$ cat src/rtl/kect_pkg.sv
// Package for the keyed event counter table: sizes, request codes, item types.
// Used by the channel interfaces, the entry cell, the controller and the top level.
// No dependencies.
`timescale 1ns / 1ps
`default_nettype none

package kect_pkg;

  // Table size and derived widths.
  localparam int ENTRIES = 64;
  localparam int IDX_W   = (ENTRIES > 1) ? $clog2(ENTRIES) : 1;
  localparam int FILL_W  = $clog2(ENTRIES + 1);
  localparam int RIDX_W  = 6;
  localparam int USED_W  = 7;
  localparam int CMP_W   = (FILL_W > RIDX_W) ? FILL_W : RIDX_W;

  localparam logic [31:0] CNT_MAX = 32'hFFFF_FFFF;

  // Request codes; the fourth code is unused and is answered as rejected.
  typedef enum logic [1:0] {
    REQ_COUNT = 2'd0,
    REQ_READ  = 2'd1,
    REQ_CLEAR = 2'd2
  } req_code_t;

  // Controller states.
  typedef enum logic [1:0] {
    ST_IDLE,
    ST_SCAN,
    ST_DONE
  } state_t;

  // One table entry as it travels around the ring of cells.
  typedef struct packed {
    logic [7:0]  local_id;
    logic [7:0]  remote_id;
    logic [31:0] event_type;
    logic [31:0] count;
  } entry_t;

  // Input item.
  typedef struct packed {
    logic [1:0]        req_type;
    logic [7:0]        local_id;
    logic [7:0]        remote_id;
    logic [31:0]       event_type;
    logic [RIDX_W-1:0] read_index;
  } req_t;

  // Result item.
  typedef struct packed {
    logic              accepted;
    logic              entry_valid;
    logic [7:0]        out_local_id;
    logic [7:0]        out_remote_id;
    logic [31:0]       out_type;
    logic [31:0]       out_count;
    logic [USED_W-1:0] used_entries;
  } rsp_t;

endpackage

`default_nettype wire

$ cat src/rtl/kect_in_if.sv
// Request channel of the keyed event counter table: valid, ready and one item.
// Depends on kect_pkg for the item type.
`timescale 1ns / 1ps
`default_nettype none

interface kect_in_if import kect_pkg::*; ();
  logic valid;
  logic ready;
  req_t data;

  modport source (output valid, output data, input ready);
  modport sink   (input valid, input data, output ready);
endinterface

`default_nettype wire

$ cat src/rtl/kect_out_if.sv
// Result channel of the keyed event counter table: valid, ready and one item.
// Depends on kect_pkg for the item type.
`timescale 1ns / 1ps
`default_nettype none

interface kect_out_if import kect_pkg::*; ();
  logic valid;
  logic ready;
  rsp_t data;

  modport source (output valid, output data, input ready);
  modport sink   (input valid, input data, output ready);
endinterface

`default_nettype wire

$ cat src/rtl/kect_cell.sv
// One cell of the entry ring: holds one table entry and passes it on when the ring turns.
// Depends on kect_pkg for the entry type.
`timescale 1ns / 1ps
`default_nettype none

module kect_cell import kect_pkg::*; (
  input  wire logic   clk,
  input  wire logic   shift_en,
  input  wire entry_t entry_in,
  output entry_t      entry_out
);

  entry_t entry_r;

  // The entry moves one cell toward the head on every cycle in which shift_en is set.
  always_ff @(posedge clk) begin
    if (shift_en) begin
      entry_r <= entry_in;
    end
  end

  assign entry_out = entry_r;

endmodule

`default_nettype wire

$ cat src/rtl/kect_ctrl.sv
// Controller of the keyed event counter table: handshakes, fill level, and the
// head of the ring where entries are matched, updated, appended and read.
// Depends on kect_pkg and the two channel interfaces.
`timescale 1ns / 1ps
`default_nettype none

module kect_ctrl import kect_pkg::*; (
  input  wire logic   clk,
  input  wire logic   rst_n,
  kect_in_if.sink     in_ch,
  kect_out_if.source  out_ch,
  input  wire entry_t head,
  output entry_t      wrap,
  output logic        shift_en
);

  state_t            state_r, state_nxt;
  logic [IDX_W-1:0]  step_r, step_nxt;
  logic [FILL_W-1:0] fill_r, fill_nxt;
  logic              hit_r, hit_nxt;
  req_t              req_r, req_nxt;
  rsp_t              res_r, res_nxt;
  logic              out_valid_r, out_valid_nxt;
  rsp_t              out_data_r, out_data_nxt;

  logic [CMP_W-1:0]  step_ext;
  logic [CMP_W-1:0]  fill_ext;
  logic [CMP_W-1:0]  ridx_ext;
  logic              in_used;
  logic              key_match;
  logic [31:0]       cnt_inc;

  // Control registers.
  always_ff @(posedge clk) begin
    if (!rst_n) begin
      state_r     <= ST_IDLE;
      fill_r      <= '0;
      hit_r       <= 1'b0;
      out_valid_r <= 1'b0;
      step_r      <= '0;
    end else begin
      state_r     <= state_nxt;
      fill_r      <= fill_nxt;
      hit_r       <= hit_nxt;
      out_valid_r <= out_valid_nxt;
      step_r      <= step_nxt;
    end
  end

  // Payload registers.
  always_ff @(posedge clk) begin
    req_r      <= req_nxt;
    res_r      <= res_nxt;
    out_data_r <= out_data_nxt;
  end

  // Compare the entry now at the head of the ring with the request key.
  assign step_ext  = CMP_W'(step_r);
  assign fill_ext  = CMP_W'(fill_r);
  assign ridx_ext  = CMP_W'(req_r.read_index);
  assign in_used   = (step_ext < fill_ext);
  assign key_match = (head.local_id == req_r.local_id) &&
                     (head.remote_id == req_r.remote_id) &&
                     (head.event_type == req_r.event_type);
  assign cnt_inc   = (head.count == CNT_MAX) ? head.count : head.count + 32'd1;

  // Next state, head update and result assembly.
  always_comb begin
    state_nxt     = state_r;
    step_nxt      = step_r;
    fill_nxt      = fill_r;
    hit_nxt       = hit_r;
    req_nxt       = req_r;
    res_nxt       = res_r;
    out_valid_nxt = out_valid_r;
    out_data_nxt  = out_data_r;
    wrap          = head;
    shift_en      = 1'b0;
    in_ch.ready   = (state_r == ST_IDLE);

    // The result register drains independently of the table.
    if (out_valid_r && out_ch.ready) begin
      out_valid_nxt = 1'b0;
    end

    case (state_r)
      ST_IDLE: begin
        if (in_ch.valid) begin
          req_nxt  = in_ch.data;
          res_nxt  = '0;
          hit_nxt  = 1'b0;
          step_nxt = '0;
          case (in_ch.data.req_type)
            REQ_COUNT, REQ_READ: begin
              state_nxt = ST_SCAN;
            end
            REQ_CLEAR: begin
              fill_nxt            = '0;
              res_nxt.accepted    = 1'b1;
              state_nxt           = ST_DONE;
            end
            default: begin
              state_nxt = ST_DONE;
            end
          endcase
        end
      end

      ST_SCAN: begin
        shift_en = 1'b1;
        if (req_r.req_type == REQ_COUNT) begin
          // First used entry with a matching key takes the increment.
          if (!hit_r && in_used && key_match) begin
            wrap.count        = cnt_inc;
            hit_nxt           = 1'b1;
            res_nxt.accepted  = 1'b1;
            res_nxt.out_count = cnt_inc;
          end else if (!hit_r && (step_ext == fill_ext)) begin
            // The first free slot takes the new key; never reached when full.
            wrap.local_id     = req_r.local_id;
            wrap.remote_id    = req_r.remote_id;
            wrap.event_type   = req_r.event_type;
            wrap.count        = 32'd1;
            fill_nxt          = fill_r + FILL_W'(1);
            hit_nxt           = 1'b1;
            res_nxt.accepted  = 1'b1;
            res_nxt.out_count = 32'd1;
          end
        end else begin
          // Read: capture the entry as it passes the head.
          res_nxt.accepted = 1'b1;
          if (in_used && (step_ext == ridx_ext)) begin
            res_nxt.entry_valid   = 1'b1;
            res_nxt.out_local_id  = head.local_id;
            res_nxt.out_remote_id = head.remote_id;
            res_nxt.out_type      = head.event_type;
            res_nxt.out_count     = head.count;
          end
        end
        if (step_r == IDX_W'(ENTRIES - 1)) begin
          state_nxt = ST_DONE;
        end else begin
          step_nxt = step_r + IDX_W'(1);
        end
      end

      ST_DONE: begin
        // Hand the result over once the result register is free.
        if (!out_valid_r || out_ch.ready) begin
          out_valid_nxt             = 1'b1;
          out_data_nxt              = res_r;
          out_data_nxt.used_entries = USED_W'(fill_r);
          state_nxt                 = ST_IDLE;
        end
      end

      default: begin
        state_nxt = ST_IDLE;
      end
    endcase
  end

  assign out_ch.valid = out_valid_r;
  assign out_ch.data  = out_data_r;

endmodule

`default_nettype wire

$ cat src/rtl/keyed_event_counter_table.sv
// Keyed event counter table.
// Requests arrive on in_ch (valid/ready, one item per handshake): count an event
// key, read the entry at an index, or clear the table. Each request yields one
// result item on out_ch (valid/ready).
// Entries live in a ring of ENTRIES cells. A count or read request turns the ring
// once, one cell per cycle, and every entry passes the head where it is matched,
// incremented, appended or captured; the ring ends where it started.
// A count or read result passes the scan state, the done state and the output
// register before it is valid; clear and unknown requests skip the scan.
// Requests are handled one at a time: in_ch is ready only while the controller is
// idle, so a new request waits until the last result has left the controller.
// A finished result waits in the output register; the next request is accepted
// meanwhile, and its result waits in the controller until the register frees.
// A stalled receiver therefore holds at most one further request back.
// Reset (synchronous, active low) empties the table by zeroing the fill level
// and drops any pending result; the entry cells themselves are not cleared.
// Depends on kect_pkg, kect_in_if, kect_out_if, kect_cell and kect_ctrl.
`timescale 1ns / 1ps
`default_nettype none

module keyed_event_counter_table import kect_pkg::*; (
  input  wire logic  clk,
  input  wire logic  rst_n,
  kect_in_if.sink    in_ch,
  kect_out_if.source out_ch
);

  entry_t cell_q [ENTRIES];
  entry_t wrap;
  logic   shift_en;

  // Controller sits at the head of the ring.
  kect_ctrl u_ctrl (
    .clk      (clk),
    .rst_n    (rst_n),
    .in_ch    (in_ch),
    .out_ch   (out_ch),
    .head     (cell_q[0]),
    .wrap     (wrap),
    .shift_en (shift_en)
  );

  // Ring of entry cells; the last cell is fed from the head via the controller.
  for (genvar k = 0; k < ENTRIES; k++) begin : g_cell
    if (k == ENTRIES - 1) begin : g_tail
      kect_cell u_cell (
        .clk       (clk),
        .shift_en  (shift_en),
        .entry_in  (wrap),
        .entry_out (cell_q[k])
      );
    end else begin : g_body
      kect_cell u_cell (
        .clk       (clk),
        .shift_en  (shift_en),
        .entry_in  (cell_q[k+1]),
        .entry_out (cell_q[k])
      );
    end
  end

endmodule

`default_nettype wire

$ cat src/flat_wrapper.sv
// flat-port wrapper written by rule: the top's interface ports become plain ports
module keyed_event_counter_table_flat import kect_pkg::*;
  (clk, rst_n, in_ch_valid, in_ch_data, in_ch_ready, out_ch_valid, out_ch_data, out_ch_ready);
  kect_in_if in_ch_i ();
  kect_out_if out_ch_i ();
  input  wire logic clk;
  input  wire logic rst_n;
  input wire logic [$bits(in_ch_i.valid)-1:0] in_ch_valid;
  input wire logic [$bits(in_ch_i.data)-1:0] in_ch_data;
  output wire logic [$bits(in_ch_i.ready)-1:0] in_ch_ready;
  output wire logic [$bits(out_ch_i.valid)-1:0] out_ch_valid;
  output wire logic [$bits(out_ch_i.data)-1:0] out_ch_data;
  input wire logic [$bits(out_ch_i.ready)-1:0] out_ch_ready;
  assign in_ch_i.valid = in_ch_valid;
  assign in_ch_i.data = in_ch_data;
  assign in_ch_ready = in_ch_i.ready;
  assign out_ch_valid = out_ch_i.valid;
  assign out_ch_data = out_ch_i.data;
  assign out_ch_i.ready = out_ch_ready;
  keyed_event_counter_table u_core (.clk(clk), .rst_n(rst_n), .in_ch(in_ch_i), .out_ch(out_ch_i));
endmodule
$ cat config.mk
export PLATFORM = sky130hd
export DESIGN_NAME = keyed_event_counter_table_flat
export DESIGN_NICKNAME = d
export VERILOG_FILES = /design/src/rtl/kect_pkg.sv /design/src/rtl/kect_in_if.sv /design/src/rtl/kect_out_if.sv /design/src/rtl/kect_cell.sv /design/src/rtl/kect_ctrl.sv /design/src/rtl/keyed_event_counter_table.sv /design/src/flat_wrapper.sv
export SDC_FILE = /design/constraint.sdc
export NUM_CORES = 2
export LEC_CHECK = 0
export ABC_AREA = 1
export BUFFER_PORTS_ARGS = -buffer_cell sky130_fd_sc_hd__clkbuf_2
export CORE_AREA = 2 2 528 530
export DETAILED_ROUTE_END_ITERATION = 16
export DIE_AREA = 0 0 530 532
export GPL_ROUTABILITY_DRIVEN = 0
export PLACE_DENSITY = 0.76
export SLEW_MARGIN = 20
export SYNTH_ARGS = -nofsm -noshare
export SYNTH_HDL_FRONTEND = slang
export SYNTH_SLANG_ARGS = --single-unit
$ cat constraint.sdc
create_clock -name clk -period 367.9 [get_ports clk]
set_clock_uncertainty 0.1 [all_clocks]
set_input_delay 36.79 -clock clk [delete_from_list [all_inputs] [get_ports clk]]
set_output_delay 36.79 -clock clk [all_outputs]
set_load 0.01 [all_outputs]
-- Word level (Yosys, flattened, before mapping)
Cells that the tools add are included.
- bits in registers: 5364
- input port bits: 60
- output and inout port bits: 91
- add/subtract/negate cells: 3
- magnitude comparators: 1
- equal/unequal tests: 24
- muxes and demuxes: 38
- reductions and logical operators: 24
- operators by type and width (operator ; count):
    2-to-1 mux 80 bit ; 3
    one-hot mux 82 bit (2 select lines) ; 1
    2-to-1 mux 32 bit ; 5
    2-to-1 mux 89 bit ; 1
    2-to-1 mux 81 bit ; 1
    2-to-1 mux 49 bit ; 1
    2-to-1 mux 48 bit ; 1
    2-to-1 mux 7 bit ; 5
    adder 32 x 1 -> 32 bit (second input constant) ; 1
    equality test 32 bit ; 1
    equality test 32 bit (second input constant) ; 1
    inequality test 2 bit (second input constant) ; 9
    equality test 8 bit ; 2
    one-hot mux 7 bit (2 select lines) ; 1
    2-to-1 mux 6 bit ; 2
    one-hot mux 6 bit (2 select lines) ; 1
    AND reduction 4 bit ; 3
    2-to-1 mux 1 bit ; 10
    AND reduction 3 bit ; 3
    2-to-1 mux 2 bit ; 4
    adder 7 x 1 -> 7 bit (second input constant) ; 1
    equality test 6 x 7 -> 1 bit ; 1
    logical AND 1 bit ; 7
    less-than comparator 6 x 7 -> 1 bit ; 1
    17 further kinds ; 24

-- Logic depth before layout (Yosys ltp)
- depth in word-level cells: 7
- mapped depth: 15
- depth with buffers taken out: 14

-- By module
From an unflattened synthesis, not the netlist that was laid out.
- cell total of the unflattened synthesis: 6302
- area, all modules: 165192.2 µm²
- by module, submodules not included (module ; instances ; cells each ; area each (µm²) ; sequential area each (µm²)):
    kect_cell ; 64 ; 80 ; 2402.3 ; 2402.3
    kect_ctrl ; 1 ; 1182 ; 11444.7 ; 7156.9

-- Worst setup path after synthesis
Ideal clock, no wire load.
- kind: register to register
- from: reg u_core.u_ctrl.state_r[0]
- to: reg u_core.u_ctrl.res_r[87] in the netlist's numbering, data pin
- library setup time: 29.401 ns
- arrival time: 137.748 ns
- required time: 338.399 ns
- slack: 200.651 ns
- cell stages (with the launch flop): 4
- buffers on the path: 1
- clock period less this slack: 167.249 ns
- path through: dfxtp_1 > inv_2 > nor2_8 > buf_1
- cells in the longest elaborated chain, start to end: 2
- RTL lines (what ; RTL line ; text):
    start, declared ; kect_ctrl.sv:17 ; state_t state_r, state_nxt;
    start signal, assigned ; kect_ctrl.sv:42 ; state_r <= state_nxt;
    equality test 2 x 1 -> 1 bit / zero test 2 bit (equally long branches) ; kect_ctrl.sv:86 ; case (state_r)
    one-hot mux 82 bit (2 select lines) * ; kect_ctrl.sv:86 ;
    end signal, assigned ; kect_ctrl.sv:53 ; res_r <= res_nxt;
    end, declared ; kect_ctrl.sv:22 ; rsp_t res_r, res_nxt;
Every way passes the cells marked *; elsewhere a longest branch is shown, timed or not.
A chain may end at the register's enable or synchronous reset.

-- Final worst setup path
- from: reg u_core.u_ctrl.state_r[1]
- to: out in_ch_ready
- cells in the longest elaborated chain, start to end: 1
- RTL lines (what ; RTL line ; text):
    zero test 2 bit ; kect_ctrl.sv:79 ; in_ch.ready = (state_r == ST_IDLE);
    end, declared ; flat_wrapper.sv:10 ; output wire logic [$bits(in_ch_i.ready)-1:0] in_ch_ready;
Every way passes these cells.

==> metrics <==
count of hold-fix buffers inserted at cts=0; setup TNS=0 ns; Syn Nets=6,422; Worst R2R End=u_core.g_cell[2].g_body.u_cell.entry_out[53]$_DFFE_PP_; Crit-path slowest cell=dfxtp_1; Worst R2R Start=u_core.u_ctrl.state_r[0]$_SDFFE_PN0P_; Core Area=0.2758 mm2; first-pass GRT wire length=376,600 um; RSZ-0062 raised after global routing=false; final period utilization=0.1049; Post-Synth Simple-Gate Area=0.01633; Post-synth EDFFs=5,347; Setup crit end=in_ch_ready; Synth top area share=0.9710; relative slew slack=0.1989; synthesized area=0.1654 mm2; Initial DRC Count=7,852; leakage=60.53 nW; Crit Path Category=flip-flop to primary output; CP startpoint=u_core.u_ctrl.state_r[1]$_SDFFE_PN0P_; Synth cell types=45; cts repair resizes=0; largest net degree at the start of global routing=213; Clock Latency Late Sink=0.97 ns; Final Hold Vio Count=0; sequential area share after synthesis=0.9730; WL per Instance=23.22 um; Critical Path RT=331.01 ns; Worst setup EP type=primary output; Async S/R FF share, synth=0; Die H=532 um; worst reg-to-reg path cell count=10; initial antenna violation count=16; commonest non-fill, non-tap cells in the layout=5,347 x edfxtp_1, 477 x clkbuf_16, 386 x nand2_1; final setup vio count=0; post-synthesis register bit count=5,364; critical path arrival=1.71 ns; Routed WL=258,400 um; vias in the first global route=61,075; Synth Area in XOR/XNOR=0.0007415; Layout area overhead=12.84%; failing checks=design-rule violations; Port Buffers=150; # Max-Cap Violations=0; Clock Sinks=5,364; CP Max Fanout=5; detailed-route via count=60,293; Synth Instances=6,353; Die X=530 um; CTS tree=done; global route overflow=0; crit-path cells=nor2_4 -> clkbuf_2; status=finished with violations; flop2flop setup slack=360.16 ns; Worst VDD drop=0.000004918 V; Pins Over Slew Limit=0; post-synthesis mux area share=0; CTS root buf=clkbuf_16; ys flop type=edfxtp_1; synthesized area per cell=26.03 um2; fraction of layout cells with a size suffix above 1=0.1233; post-synth top area cell=edfxtp_1; Detail Route Antenna Nets=0; die area=0.2820 mm2; min Tclk post-route=38.60 ns; Setup Fix Bufs, Post-CTS=0; dpl hpwl=111,400 um; fin area=0.1866 mm2; DRC errors left=2; Slew @ Worst Pin=1.202 ns; most common cell after layout, fill and taps aside=edfxtp_1; gr usage total=0.1785; main combinational cell family by area after synthesis=simple AND/OR/NAND/NOR gates; DR pass1 iterations=16; YS warnings=0; final hold slack=0.2701 ns; synth top area cells=edfxtp_1 97%, nand2_1 0.88%, inv_1 0.41%; Vias/cell=5.417; # IOs=151; FP Rows=193; adder-cell share of the synthesized area=0.0006810; pwr/cell area=7.057 mW/mm2; CP max stage delay=0.40 ns; compound-gate portion of the synthesized area=0.003980; placed instance area=0.1711 mm2; Final nets=7,076; Clock Tree Buf Depth=4; Worst Hold Class=flip-flop to flip-flop; htree depth=5; clock slew seen by the registers of the worst setup and hold paths=0.06 ns; Num CTS Buffers=472; Fmax=0.02590 GHz; Initial Util=0.5996; startpoint types=flip-flop
[Yosys cell counts (all sizes together) (3+ instances only)]
cell type / instances
dfxtp: 17
a21oi: 16
nand2: 390
buf: 18
nand3: 61
a211oi: 3
nand4: 19
nor3: 16
nor2: 130
ha: 9
clkbuf: 9
edfxtp: 5347
or2: 6
inv: 186
xnor2: 7
xor2: 7
o21ai: 101
[metal layers]
layer / wire (um) / global-route usage
met3: 16540 / 0.03705
met1: 107000 / 0.2478
met4: 10810 / 0.06995
met5: 26 / 0
met2: 124000 / 0.2825
[stage by stage]
step           total power [mW]  instances  utilization  worst slack, ns
6_report                  1.317      11131       0.6766           329.30
5_1_grt                   1.359      11122       0.6766           329.19
3_5_place_dp             0.8363      10234       0.6206           328.42
3_3_place_gp             0.8327      10234       0.6206           328.58
2_1_floorplan             1.311       6353            -           200.65
4_1_cts                   1.331      11106       0.6759           329.21
[how the worst min path moves through the flow]
stage                                                             from                                                      end  slack [ns]  cells after the start
2_1_floorplan    u_core.g_cell[1].g_body.u_cell.entry_out[0]$_DFFE_PP_    u_core.g_cell[0].g_body.u_cell.entry_out[0]$_DFFE_PP_        0.30                      0
3_3_place_gp   u_core.g_cell[59].g_body.u_cell.entry_out[53]$_DFFE_PP_  u_core.g_cell[58].g_body.u_cell.entry_out[53]$_DFFE_PP_        0.30                      0
3_5_place_dp    u_core.g_cell[1].g_body.u_cell.entry_out[46]$_DFFE_PP_   u_core.g_cell[0].g_body.u_cell.entry_out[46]$_DFFE_PP_        0.30                      0
4_1_cts         u_core.g_cell[34].g_body.u_cell.entry_out[7]$_DFFE_PP_   u_core.g_cell[33].g_body.u_cell.entry_out[7]$_DFFE_PP_        0.26                      0
5_1_grt         u_core.g_cell[34].g_body.u_cell.entry_out[7]$_DFFE_PP_   u_core.g_cell[33].g_body.u_cell.entry_out[7]$_DFFE_PP_        0.27                      0
6_report        u_core.g_cell[34].g_body.u_cell.entry_out[7]$_DFFE_PP_   u_core.g_cell[33].g_body.u_cell.entry_out[7]$_DFFE_PP_        0.27                      0
[power breakdown]
| part | internal, mW | total [mW] | switching [mW] |
|---|---|---|---|
| clock network | 0.271 | 0.488 | 0.217 |
| registers | 0.759 | 0.782 | 0.0235 |
| logic | 0.00513 | 0.0463 | 0.0412 |
[registers in the layout, summed over array words and instances (netlist names)]
signal / count
u_core.g_cell.g_body.u_cell.entry_out: 5040
u_core.u_ctrl.out_ch.data: 89
u_core.u_ctrl.res_r: 82
u_core.g_cell.g_tail.u_cell.entry_out: 80
u_core.u_ctrl.req_r: 56
u_core.u_ctrl.fill_ext: 7
u_core.u_ctrl.step_r: 6
u_core.u_ctrl.state_r: 2
u_core.u_ctrl.hit_r: 1
u_core.u_ctrl.out_ch.valid: 1
[cells by family (layout without fill, tap and decap cells)]
group | count (synthesis) | in the layout
other | 0 | 21
DFF | 5364 | 5364
adders and majority gates | 9 | 9
xor gates and xnor gates | 14 | 14
and+or+nand+nor | 628 | 628
AOI/OAI and AO/OA | 125 | 125
buffers and inverters | 213 | 1265
[area by class of cell]
cell class,count,area [um2]
Inverter,186,700.7
Timing Repair Buffer,207,1438
Antenna cell,21,52.55
Multi-Input combinational cell,776,3622
Fill cell,15922,89170
Tap cell,3705,4636
Sequential cell,5364,160900
Clock buffer,584,12340
Clock inverter,288,2909
[worst max-delay path: cells and delay by family (launching register included)]
kind | cells | cell delay (ns)
flip-flops | 1 | 0.40
buffers and inverters | 1 | 0.17
AND/OR/NAND/NOR | 1 | 0.21
Note: power is estimated with default switching activity, not from simulation.
